### config.mk
export PLATFORM = sky130hd
export DESIGN_NAME = reservoir_sampler_core
export DESIGN_NICKNAME = d
export VERILOG_FILES = /design/src/rtl/rs_pkg.sv /design/src/rtl/rs_modu.sv /design/src/rtl/rs_dpath.sv /design/src/rtl/rs_ctrl.sv /design/src/rtl/reservoir_sampler_core.sv
export SDC_FILE = /design/constraint.sdc
export NUM_CORES = 2
export LEC_CHECK = 0
export BUFFER_PORTS_ARGS = -buffer_cell sky130_fd_sc_hd__buf_2
export CAP_MARGIN = 20
export CELL_PAD_IN_SITES_DETAIL_PLACEMENT = 0
export CELL_PAD_IN_SITES_GLOBAL_PLACEMENT = 2
export CORE_ASPECT_RATIO = 1.2
export CORE_MARGIN = 3
export CORE_UTILIZATION = 49
export CTS_CLUSTER_SIZE = 8
export DETAILED_ROUTE_END_ITERATION = 16
export MAX_ROUTING_LAYER = met4
export PLACE_DENSITY = 0.78
export SLEW_MARGIN = 15
export SYNTH_ARGS = -nofsm -noshare
export SYNTH_HDL_FRONTEND = slang
export SYNTH_SLANG_ARGS = --single-unit
### constraint.sdc
create_clock -name clk -period 4.9 [get_ports clk]
set_input_delay 0.245 -clock clk [delete_from_list [all_inputs] [get_ports clk]]
set_output_delay 0.245 -clock clk [all_outputs]
set_load 0.03 [all_outputs]
### src/rtl/rs_pkg.sv
// Shared constants, types and controller state encoding for the reservoir sampler.
package rs_pkg;

	localparam int DEPTH  = 64;                 // reservoir slots
	localparam int ITEM_W = 32;                 // stored item width
	localparam int SLOT_W = $clog2(DEPTH);      // slot index width
	localparam int KW     = $clog2(DEPTH + 1);  // width holding 0..DEPTH
	localparam int CNT_W  = 32;                 // seen-count width
	localparam int RND_W  = 31;                 // random word width
	localparam int CFG_W  = 7;                  // sample_size register width
	localparam int STEP_W = $clog2(RND_W);      // remainder step counter width

	localparam logic CMD_PUSH   = 1'b0;
	localparam logic CMD_FINISH = 1'b1;

	typedef enum logic [2:0] {
		S_IDLE,
		S_DECODE,
		S_MOD,
		S_DUMP_RD,
		S_DUMP_OUT
	} rs_state_t;

	// controller -> datapath
	typedef struct packed {
		logic latch_in;   // capture an accepted input word
		logic fill_wr;    // write item into next free slot, bump count
		logic mod_start;  // bump count (saturating) and start remainder
		logic repl_wr;    // conditional replace with remainder slot
		logic rd_issue;   // read reservoir at dump pointer
		logic out_load;   // load output register, advance dump pointer
		logic dump_clr;   // clear seen-count after a dump
	} rs_cmd_t;

	// datapath -> controller
	typedef struct packed {
		logic finish;      // latched word is a finish command
		logic fill;        // count below k, slot fill phase
		logic mod_done;    // remainder ready
		logic dump_empty;  // nothing to dump
		logic dump_last;   // pointer at the final slot of the dump
		logic out_free;    // output register can take a word
	} rs_stat_t;

endpackage

### src/rtl/rs_modu.sv
// Bit-serial restoring remainder unit: one dividend bit per cycle.
module rs_modu
	import rs_pkg::*;
(
	input  logic             clk,
	input  logic             arst_n,
	input  logic             start,
	input  logic [RND_W-1:0] dividend,
	input  logic [CNT_W-1:0] divisor,
	output logic             done,
	output logic [CNT_W-1:0] remainder
);

	logic              busy_q;
	logic              done_q;
	logic [STEP_W-1:0] step_q;
	logic [RND_W-1:0]  dvd_q;
	logic [CNT_W-1:0]  dvs_q;
	logic [CNT_W-1:0]  rem_q;
	logic [CNT_W:0]    trial;
	logic [CNT_W:0]    diff;

	// shift in next dividend bit, subtract when it fits
	always_comb begin
		trial = {rem_q, dvd_q[RND_W-1]};
		diff  = trial - {1'b0, dvs_q};
	end

	// control: step counter and done pulse
	always_ff @(posedge clk or negedge arst_n) begin
		if (!arst_n) begin
			busy_q <= 1'b0;
			done_q <= 1'b0;
			step_q <= '0;
		end else begin
			done_q <= busy_q && !start && (step_q == '0);
			if (start) begin
				busy_q <= 1'b1;
				step_q <= STEP_W'(RND_W - 1);
			end else if (busy_q) begin
				step_q <= step_q - 1'b1;
				if (step_q == '0) begin
					busy_q <= 1'b0;
				end
			end
		end
	end

	// datapath: partial remainder and dividend shift
	always_ff @(posedge clk) begin
		if (start) begin
			rem_q <= '0;
			dvd_q <= dividend;
			dvs_q <= divisor;
		end else if (busy_q) begin
			dvd_q <= {dvd_q[RND_W-2:0], 1'b0};
			if (trial >= {1'b0, dvs_q}) begin
				rem_q <= diff[CNT_W-1:0];
			end else begin
				rem_q <= trial[CNT_W-1:0];
			end
		end
	end

	assign done      = done_q;
	assign remainder = rem_q;

endmodule

### src/rtl/rs_dpath.sv
// Datapath: input capture, seen-count, reservoir memory, remainder unit, output register.
module rs_dpath
	import rs_pkg::*;
(
	input  logic             clk,
	input  logic             arst_n,
	input  rs_cmd_t          cmd,
	output rs_stat_t         stat,
	input  logic             in_command,
	input  logic [31:0]      in_item,
	input  logic [RND_W-1:0] in_random,
	input  logic             cfg_we,
	input  logic [CFG_W-1:0] cfg_wdata,
	output logic             out_valid,
	input  logic             out_ready,
	output logic [31:0]      out_value,
	output logic             out_last
);

	logic              cmd_q;
	logic [ITEM_W-1:0] item_q;
	logic [RND_W-1:0]  rnd_q;
	logic [CNT_W-1:0]  count_q;
	logic [CFG_W-1:0]  ssize_q;
	logic [SLOT_W-1:0] ptr_q;
	logic [ITEM_W-1:0] mem_q [DEPTH];
	logic [ITEM_W-1:0] rdata_q;
	logic              ovalid_q;
	logic [31:0]       odata_q;
	logic              olast_q;

	logic [KW-1:0]     k_eff;
	logic [KW-1:0]     n_dump;
	logic [CNT_W-1:0]  count_inc;
	logic              below_k;
	logic              mod_done;
	logic [CNT_W-1:0]  rem;
	logic              rem_hit;
	logic              mem_we;
	logic [SLOT_W-1:0] mem_wa;

	// effective sample size: clamp to 1..DEPTH
	always_comb begin
		if (ssize_q == '0) begin
			k_eff = KW'(1);
		end else if ({{(KW + CFG_W){1'b0}}, ssize_q} > (KW + 2 * CFG_W)'(DEPTH)) begin
			k_eff = KW'(DEPTH);
		end else begin
			k_eff = KW'(ssize_q);
		end
	end

	always_comb begin
		below_k   = count_q < CNT_W'(k_eff);
		n_dump    = below_k ? KW'(count_q) : k_eff;
		count_inc = (count_q == '1) ? count_q : count_q + 1'b1;
		rem_hit   = rem < CNT_W'(k_eff);
	end

	// configuration register
	always_ff @(posedge clk or negedge arst_n) begin
		if (!arst_n) begin
			ssize_q <= CFG_W'(1);
		end else if (cfg_we) begin
			ssize_q <= cfg_wdata;
		end
	end

	// input capture
	always_ff @(posedge clk) begin
		if (cmd.latch_in) begin
			cmd_q  <= in_command;
			item_q <= ITEM_W'(in_item);
			rnd_q  <= in_random;
		end
	end

	// seen-count
	always_ff @(posedge clk or negedge arst_n) begin
		if (!arst_n) begin
			count_q <= '0;
		end else if (cmd.dump_clr) begin
			count_q <= '0;
		end else if (cmd.fill_wr || cmd.mod_start) begin
			count_q <= count_inc;
		end
	end

	// dump pointer
	always_ff @(posedge clk or negedge arst_n) begin
		if (!arst_n) begin
			ptr_q <= '0;
		end else if (cmd.latch_in) begin
			ptr_q <= '0;
		end else if (cmd.out_load) begin
			ptr_q <= ptr_q + 1'b1;
		end
	end

	rs_modu u_modu (
		.clk       (clk),
		.arst_n    (arst_n),
		.start     (cmd.mod_start),
		.dividend  (rnd_q),
		.divisor   (count_inc),
		.done      (mod_done),
		.remainder (rem)
	);

	// reservoir memory: one write port, one registered read port
	assign mem_we = cmd.fill_wr || (cmd.repl_wr && rem_hit);
	assign mem_wa = cmd.fill_wr ? count_q[SLOT_W-1:0] : rem[SLOT_W-1:0];

	always_ff @(posedge clk) begin
		if (mem_we) begin
			mem_q[mem_wa] <= item_q;
		end
	end

	always_ff @(posedge clk) begin
		if (cmd.rd_issue) begin
			rdata_q <= mem_q[ptr_q];
		end
	end

	// output register
	always_ff @(posedge clk or negedge arst_n) begin
		if (!arst_n) begin
			ovalid_q <= 1'b0;
		end else if (cmd.out_load) begin
			ovalid_q <= 1'b1;
		end else if (out_ready) begin
			ovalid_q <= 1'b0;
		end
	end

	always_ff @(posedge clk) begin
		if (cmd.out_load) begin
			odata_q <= 32'(rdata_q);
			olast_q <= stat.dump_last;
		end
	end

	// status back to the controller
	always_comb begin
		stat.finish     = cmd_q == CMD_FINISH;
		stat.fill       = below_k;
		stat.mod_done   = mod_done;
		stat.dump_empty = n_dump == '0;
		stat.dump_last  = (KW'(ptr_q) + 1'b1) == n_dump;
		stat.out_free   = !ovalid_q || out_ready;
	end

	assign out_valid = ovalid_q;
	assign out_value = odata_q;
	assign out_last  = olast_q;

endmodule

### src/rtl/rs_ctrl.sv
// Controller state machine sequencing push, replace and dump.
module rs_ctrl
	import rs_pkg::*;
(
	input  logic     clk,
	input  logic     arst_n,
	input  logic     in_valid,
	output logic     in_ready,
	input  rs_stat_t stat,
	output rs_cmd_t  cmd
);

	rs_state_t state_q;
	rs_state_t state_d;

	always_ff @(posedge clk or negedge arst_n) begin
		if (!arst_n) begin
			state_q <= S_IDLE;
		end else begin
			state_q <= state_d;
		end
	end

	// next state
	always_comb begin
		state_d = state_q;
		case (state_q)
			S_IDLE: begin
				if (in_valid) begin
					state_d = S_DECODE;
				end
			end
			S_DECODE: begin
				if (stat.finish) begin
					state_d = stat.dump_empty ? S_IDLE : S_DUMP_RD;
				end else begin
					state_d = stat.fill ? S_IDLE : S_MOD;
				end
			end
			S_MOD: begin
				if (stat.mod_done) begin
					state_d = S_IDLE;
				end
			end
			S_DUMP_RD: begin
				state_d = S_DUMP_OUT;
			end
			S_DUMP_OUT: begin
				if (stat.out_free) begin
					state_d = stat.dump_last ? S_IDLE : S_DUMP_RD;
				end
			end
			default: begin
				state_d = S_IDLE;
			end
		endcase
	end

	// outputs
	always_comb begin
		cmd      = '0;
		in_ready = 1'b0;
		case (state_q)
			S_IDLE: begin
				in_ready     = 1'b1;
				cmd.latch_in = in_valid;
			end
			S_DECODE: begin
				if (stat.finish) begin
					cmd.dump_clr = stat.dump_empty;
				end else begin
					cmd.fill_wr   = stat.fill;
					cmd.mod_start = !stat.fill;
				end
			end
			S_MOD: begin
				cmd.repl_wr = stat.mod_done;
			end
			S_DUMP_RD: begin
				cmd.rd_issue = 1'b1;
			end
			S_DUMP_OUT: begin
				cmd.out_load = stat.out_free;
				cmd.dump_clr = stat.out_free && stat.dump_last;
			end
			default: begin
				cmd = '0;
			end
		endcase
	end

endmodule

### src/rtl/reservoir_sampler_core.sv
// Top level of the reservoir sampler: controller plus datapath.
//
//  channel  | dir | handshake              | payload
//  ---------+-----+------------------------+------------------------------------------
//  s_*      | in  | s_tvalid / s_tready    | s_tdata: item_value, random_word; s_tuser: command
//  m_*      | out | m_tvalid / m_tready    | m_tdata: sample_value; m_tlast: is_last
//  cfg_*    | in  | cfg_valid / cfg_ready  | cfg_data: sample_size
//
// A push during the fill phase passes through IDLE and DECODE. A push past the fill phase
// also waits in MOD for the bit-serial remainder unit (one random bit per cycle).
// A finish reads and outputs each dumped word in turn (memory read, then output load);
// a stalled m_tready holds the dump and the input side stays closed until it ends.
// arst_n clears the count, the controller and the output valid; sample_size resets to 1.
module reservoir_sampler_core
	import rs_pkg::*;
(
	input  logic             clk,
	input  logic             arst_n,
	input  logic             s_tvalid,
	output logic             s_tready,
	input  logic [63:0]      s_tdata,    // [31:0] item_value, [62:32] random_word, [63] zero
	input  logic             s_tuser,    // [0] command
	output logic             m_tvalid,
	input  logic             m_tready,
	output logic [31:0]      m_tdata,    // [31:0] sample_value
	output logic             m_tlast,
	input  logic             cfg_valid,
	output logic             cfg_ready,
	input  logic [CFG_W-1:0] cfg_data
);

	rs_cmd_t  cmd;
	rs_stat_t stat;

	assign cfg_ready = 1'b1;

	rs_ctrl u_ctrl (
		.clk      (clk),
		.arst_n   (arst_n),
		.in_valid (s_tvalid),
		.in_ready (s_tready),
		.stat     (stat),
		.cmd      (cmd)
	);

	rs_dpath u_dpath (
		.clk        (clk),
		.arst_n     (arst_n),
		.cmd        (cmd),
		.stat       (stat),
		.in_command (s_tuser),
		.in_item    (s_tdata[31:0]),
		.in_random  (s_tdata[32 +: RND_W]),
		.cfg_we     (cfg_valid),
		.cfg_wdata  (cfg_data),
		.out_valid  (m_tvalid),
		.out_ready  (m_tready),
		.out_value  (m_tdata),
		.out_last   (m_tlast)
	);

endmodule

## Word level (Yosys, flattened, before mapping)

Memories as Yosys holds them, arrays and structs flattened. A register that Yosys moved wholly into a read port is not among the register bits.
Cells that the tools add are included.

| storage, ports and cells | value |
|---|---|
| RAM bits | 2048 |
| word-level logic and storage cells | 92 |
| ROM bits | 0 |
| memories kept | 1 |
| input bits | 77 |
| register bits | 248 |
| bits in latches | 0 |

| cells by class | value |
|---|---|
| multipliers | 0 |
| reductions and logical operators | 19 |
| $add $sub $neg | 5 |
| divide/modulo/power cells | 0 |
| bitwise operators | 0 |
| multiplexer cells | 38 |
| $lt $le $gt $ge | 4 |
| equal/unequal tests | 9 |
| shifts and indexed selects | 0 |

Memories:

| memory | words | bits a word | rd ports | clocked after memory_dff | write ports | line | RTL |
|---|---|---|---|---|---|---|---|
| u_dpath.mem_q | 64 | 32 | 1 | 1 | 1 | rs_dpath.sv:26 | `logic [ITEM_W-1:0] mem_q [DEPTH];` |

Operators by type and width:

| operator | number |
|---|---|
| two-way mux 32 bit | 4 |
| less-than comparator 32 x 7 -> 1 bit | 2 |
| two-way mux 31 bit | 2 |
| >= comparator 33 x 32 -> 1 bit | 1 |
| adder 32 x 1 -> 32 bit (second input constant) | 1 |
| == test 32 bit (second input constant) | 1 |
| subtractor 32 bit | 1 |
| two-way mux 7 bit | 3 |
| two-way mux 6 bit | 3 |
| case mux 3 bit (5 select lines) | 1 |
| zero test 7 bit | 2 |
| two-way mux 1 bit | 13 |
| two-way mux 3 bit | 4 |
| two-way mux 2 bit | 5 |
| two-way mux 5 bit | 2 |
| nonzero test 2 bit | 4 |
| adder 6 x 1 -> 7 bit (second input constant) | 1 |
| == test 7 bit | 1 |
| > comparator 7 bit (second input constant) | 1 |
| adder 6 x 1 -> 6 bit (second input constant) | 1 |
| == test 3 x 2 -> 1 bit (second input constant) | 2 |
| zero test 5 bit | 1 |
| subtractor 5 x 1 -> 5 bit (second input constant) | 1 |
| logical AND 1 bit | 4 |
| 9 further kinds | 14 |

## Longest topological paths before layout

| logic depth | value |
|---|---|
| word-level depth | 10 |
| gate-level depth with buffers | 14 |

## Hierarchy

A second synthesis with hierarchy kept.

| unflattened totals | value |
|---|---|
| cell total of the unflattened synthesis | 4967 |
| area total of the unflattened synthesis | 92168.4 µm² |

By module, submodules not included:

| module | times used | area an instance (µm²) | cells each |
|---|---|---|---|
| rs_dpath | 1 | 86125.1 | 4362 |
| rs_modu | 1 | 5730.5 | 567 |
| rs_ctrl | 1 | 301.5 | 36 |
| reservoir_sampler_core | 1 | 11.3 | 2 |

## Worst setup path after synthesis

OpenSTA, ideal clock, no wires.

| timing | value |
|---|---|
| path kind | reg-to-reg |
| from | reg u_dpath.ssize_q[6] |
| to | mem u_dpath.mem_q[13][0] (enable) |
| buffers on the path | 1 |
| cell stages (with the launch flop) | 13 |
| required time | 4479 ps |
| setup time | 421 ps |
| path slack | 490 ps |
| arrival time | 3989 ps |
| cell sequence | dfrtp_1 -> inv_2 -> nand2_1 -> ha_1 -> a2111o_1 -> o21ai_2 -> nand2_2 -> buf_6 -> nor2_1 -> nand2_1 -> o21ai_0 -> nand3_1 -> nor2_1 |

| between the ends | value |
|---|---|
| word-level cells in the longest chain between the ends | 9 |
| elaborated cells between the ends (all ways) | 13 |
| those cells by class | 3 x order compare; 7 x mux; 3 x reduce/logical |

Ends and longest elaborated chain:

| item | line | RTL |
|---|---|---|
| start: declaration | rs_dpath.sv:24 | `logic [CFG_W-1:0] ssize_q;` |
| start signal: assignment | rs_dpath.sv:65 | `ssize_q <= cfg_wdata;` |
| > comparator 7 bit | rs_dpath.sv:46 | `end else if ({{(KW + CFG_W){1'b0}}, ssize_q} > (KW + 2 * CFG_W)'(DEPTH)) begin` |
| two-way mux 7 bit | rs_dpath.sv:46 |  |
| two-way mux 7 bit (*) | rs_dpath.sv:44 | `if (ssize_q == '0) begin` |
| less-than comparator 32 x 7 -> 1 bit | rs_dpath.sv:54 | `below_k = count_q < CNT_W'(k_eff);` |
| two-way mux 2 bit | rs_ctrl.sv:69 | `if (stat.finish) begin` |
| two-way mux 2 bit | rs_ctrl.sv:63 | `case (state_q)` |
| logical OR 1 bit | rs_dpath.sv:111 | `assign mem_we = cmd.fill_wr \|\| (cmd.repl_wr && rem_hit);` |
| two-way mux 1 bit | rs_dpath.sv:115 | `if (mem_we) begin` |
| two-way mux 1 bit (not written as such) | rs_dpath.sv:116 | `mem_q[mem_wa] <= item_q;` |
| end: declaration | rs_dpath.sv:26 |  |

Mark *: on every way between the ends. The rest lies on a longest branch, timed or not.

## Final worst setup path

| timing | value |
|---|---|
| from | reg u_dpath.ssize_q[6] |
| to | mem u_dpath.mem_q[31][16] (enable) |

The elaborated chain is that of the path after synthesis.

==> results.py <==
metrics = {
    "run_status": {
        "outcome": "finished, final reports clean",
    },
    "clock_network": {
        "cts_tree": "yes",
        "cts.sink_count": 2328,
        "clock_latency_ns": 0.94,
        "htree_levels": 5,
        "cts_made_buffers": 341,
        "clkTransAtPathRegs_ns": 0.05,
        "cts_buffer_depth": 4,
        "ctsRootBufferMaster": "clkbuf_16",
    },
    "setup_path": {
        "timing.rr.end": "u_dpath.mem_q[31][16]",
        "crit_buf_inv": 2,
        "cp_slowest_cell": "nor2_4",
        "reg2regPathDepth": 12,
        "critical_path_class": "register to register",
        "critPathMaxStageDelay_ns": 0.88,
        "reg2reg_slack_ns": 0.60,
        "worst_setup_path_end_kind": "register",
        "path_max_fanout": 25,
        "crit_required_ns": 5.52,
        "worstSetupStartpointType": "register",
        "arrival_ns": 4.91,
        "cp_cell_sequence": "inv_2 -> nand2_1 -> ha_1 -> a2111oi_0 -> a211oi_1 -> o21ai_2 -> nand2_2 -> nor2_2 -> a21oi_1 -> nand2b_1 -> nor2_4 -> buf_4",
        "r2r_start": "u_dpath.ssize_q[6]",
        "crit_family": "simple AND/OR/NAND/NOR gates",
    },
    "grt": {
        "grt_busiest_layer": "met2",
        "met3_usage_pct": 3.48,
        "overflow": 0,
        "antenna_found_initial": 6,
        "track_usage_pct": 25.1,
        "grt_pass1_wl_um": 343000,
        "first_global_vias": 49600,
        "gr-usage-met1_pct": 32.7,
        "grt_max_degree": 102,
        "grt_use_met2_pct": 41.3,
    },
    "die": {
        "die_h_um": 481,
        "die-area_um2": 193000,
        "io_pins": 113,
        "rows": 173,
        "initial_utilization_pct": 49.5,
        "placeableCoreArea_um2": 186000,
        "fp.dieW_um": 402,
    },
    "finish": {
        "final_cell_area_um2": 108000,
        "drive_above_1_share_pct": 20.7,
        "layout.nets": 5632,
        "fillerInstances": 13700,
        "area_growth_syn_to_layout_pct": 16.9,
    },
    "timing": {
        "rsz0062_at_grt": "false",
        "holdWs_ns": 0.0596,
        "finalMaxSlewViolations": 0,
        "fin_setup_tns_ns": 0,
        "setup_viol": 0,
        "max-slew-margin-rel_pct": 28.0,
        "tightest_slew_ns": 1.08,
        "final_hold_viol_count": 0,
        "period_share_pct": 87.7,
        "finalCriticalPeriod_ns": 4.30,
        "fmax_ghz": 0.233,
        "fin_skew_ns": 0.0691,
    },
    "logic_synthesis": {
        "synth_top_area_cell": "edfxtp_1",
        "synth_top_family_by_area": "multiplexers",
        "yosys.cell_types.count": 85,
        "ys_warn_count": 0,
        "synthAdderAreaFrac_pct": 0.674,
        "yosysTopAreaCellShare_pct": 73.1,
        "ys_seq_elements": 2328,
        "synth_area_um2": 92000,
        "muxShareOfSynthArea_pct": 13.0,
        "netlist_top_cells_count": "2240 x edfxtp_1, 494 x mux2i_1, 308 x mux4_2",
        "synthFlopType": "edfxtp_1",
        "synth_cells": 4984,
        "post_synth_xor_area_fraction_pct": 0.855,
        "yosys.area_share.simple_pct": 3.17,
        "synth-compound-area-share_pct": 5.52,
        "ys_seq_area_share_pct": 75.3,
        "syn-num-nets": 5110,
        "synthesis.area_per_instance_um2": 18.5,
        "synth_edf_count": 2240,
        "async_reset_ff_share_pct": 2.41,
        "yosysMostFrequentCell": "edfxtp_1",
        "ys_top_cells_by_area": "edfxtp_1 73%, mux4_2 7.5%, mux2i_1 5.4%",
    },
    "routing": {
        "wl_per_cell_um": 29.3,
        "drtAntennaViolNets": 0,
        "viasPerCell": 6.09,
        "first_pass_iters": 6,
        "drt-initial-drc-count": 4729,
        "drt-total-wl_um": 234000,
        "vias": 48800,
        "drc": 0,
    },
    "power_and_ir_drop": {
        "p_leak_nw": 34.2,
        "vdd_drop_max_mv": 0.359,
        "p_per_area_nw_per_um2": 531,
    },
    "hold_path": {
        "hold_path.startpoint": "s_tdata[40]",
        "hp-class": "input port to register",
        "worstHoldEndpoint": "u_dpath.rnd_q[8]",
        "holdPathStages": 2,
    },
    "run": {
        "cap_violations": 0,
    },
    "placed_design": {
        "port_buffers": 110,
        "hpwl_um": 136000,
        "place_congestion": 0.848,
        "dpl-instance-area_um2": 97600,
    },
}
## registers in the layout, summed over array words and instances (netlist names), 31 cells and up
signal,cells
u_dpath.rdata_q,32
u_dpath.u_modu.dvs_q,32
u_dpath.u_modu.remainder,32
u_dpath.out_value,32
u_dpath.mem_q,2048
u_dpath.u_modu.dvd_q,31
u_dpath.count_q,32
u_dpath.item_q,32
u_dpath.rnd_q,31
## logic make-up (layout without fill, tap and decap cells)
kind of cell | count (synthesis) | in the layout
flops | 2328 | 2328
mux | 811 | 811
compound gates | 737 | 737
simple gates | 640 | 640
buf+inv | 329 | 903
xor+xnor | 89 | 89
fa+ha+maj | 49 | 49
other cells | 1 | 6
## worst max path at each step
| stage | startpoint | cells after the start | endpoint |
|---|---|---|---|
| 5_1_grt | u_dpath.ssize_q[6] | 12 | u_dpath.mem_q[31][17] |
| 3_3_place_gp | u_dpath.ssize_q[6] | 12 | u_dpath.mem_q[23][10] |
| 6_report | u_dpath.ssize_q[6] | 12 | u_dpath.mem_q[31][16] |
| 3_5_place_dp | u_dpath.ssize_q[6] | 12 | u_dpath.mem_q[23][12] |
| 2_1_floorplan | u_dpath.ssize_q[6] | 12 | u_dpath.mem_q[13][0] |
| 4_1_cts | u_dpath.ssize_q[6] | 12 | u_dpath.mem_q[23][17] |
## worst register-to-register path, stage by stage, from the launching register on
cell and delay (ns):
dfrtp_1 0.42, inv_2 0.18, nand2_1 0.13, ha_1 0.32, a2111oi_0 0.46, a211oi_1 0.11
o21ai_2 0.12, nand2_2 0.09, nor2_2 0.38, a21oi_1 0.21, nand2b_1 0.39, nor2_4 0.88
buf_4 0.32
## per-layer routing
| layer | vias to the layer above | wire length (um) | part of all wire [%] |
|---|---|---|---|
| met4 | 0 | 7000 | 3.0 |
| met1 | 25600 | 95200 | 41 |
| met2 | 1675 | 119000 | 51 |
| li1 | 21300 | - | - |
| met3 | 333 | 13700 | 5.8 |
| met5 | - | 0 | 0 |
## what timing repair did
item                                   CTS  global route
endpoints found under the hold margin  130             0
resized for setup                        0             1
buffers inserted                         0             0
hold buffers                           108             0
setup endpoints to repair                0             8
## layout by cell type (no fill, tap or decap), types with 11 or more instances in the layout
cell type	n
nor4_1	17
nand4_1	14
o21ai_0	73
o22ai_1	124
a21o_1	15
nand2_1	290
nor2_1	97
nor3_1	20
xor2_1	34
buf_4	178
o21a_1	17
buf_2	110
mux2i_1	494
xnor2_1	54
dlygate4sd3_1	108
o221ai_1	239
clkbuf_16	346
nand3_1	39
inv_1	51
nand2b_1	11
nor2_2	19
dfrtp_1	49
clkbuf_1	40
edfxtp_1	2240
ha_1	48
mux4_2	308
buf_12	56
dfxtp_1	32
nor2_4	65
a21oi_1	193
## stage by stage
step / instances / setup slack (ns) / total power, W / util [%]
6_report: 8013 / 0.604 / 0.0571 / 57.9
3_3_place_gp: 7502 / 0.272 / 0.0373 / 52.5
2_1_floorplan: 4984 / 0.490 / 0.0331 / -
4_1_cts: 8006 / 0.314 / 0.0577 / 57.8
5_1_grt: 8012 / 0.240 / 0.0595 / 57.9
3_5_place_dp: 7503 / 0.307 / 0.0375 / 52.5
## report_power, final
| part | internal (W) | switching, W |
|---|---|---|
| combinational | 0.00511 | 0.00757 |
| sequential | 0.0236 | 0.000783 |
| clock | 0.0124 | 0.00763 |
## area by class of cell
class                   count  area, um2  area share [%]
flip-flops and latches   2328      69300            64.4
multi-input cells        2327      22000            20.4
clock buffers             387       8820            8.20
repair buffers            453       4090            3.81
well taps                2450       3070            2.85
inverters                  55        211           0.197
clock inverters             8       83.8          0.0779
diodes                      5       12.5          0.0116
(Power assumes the default switching activity.)
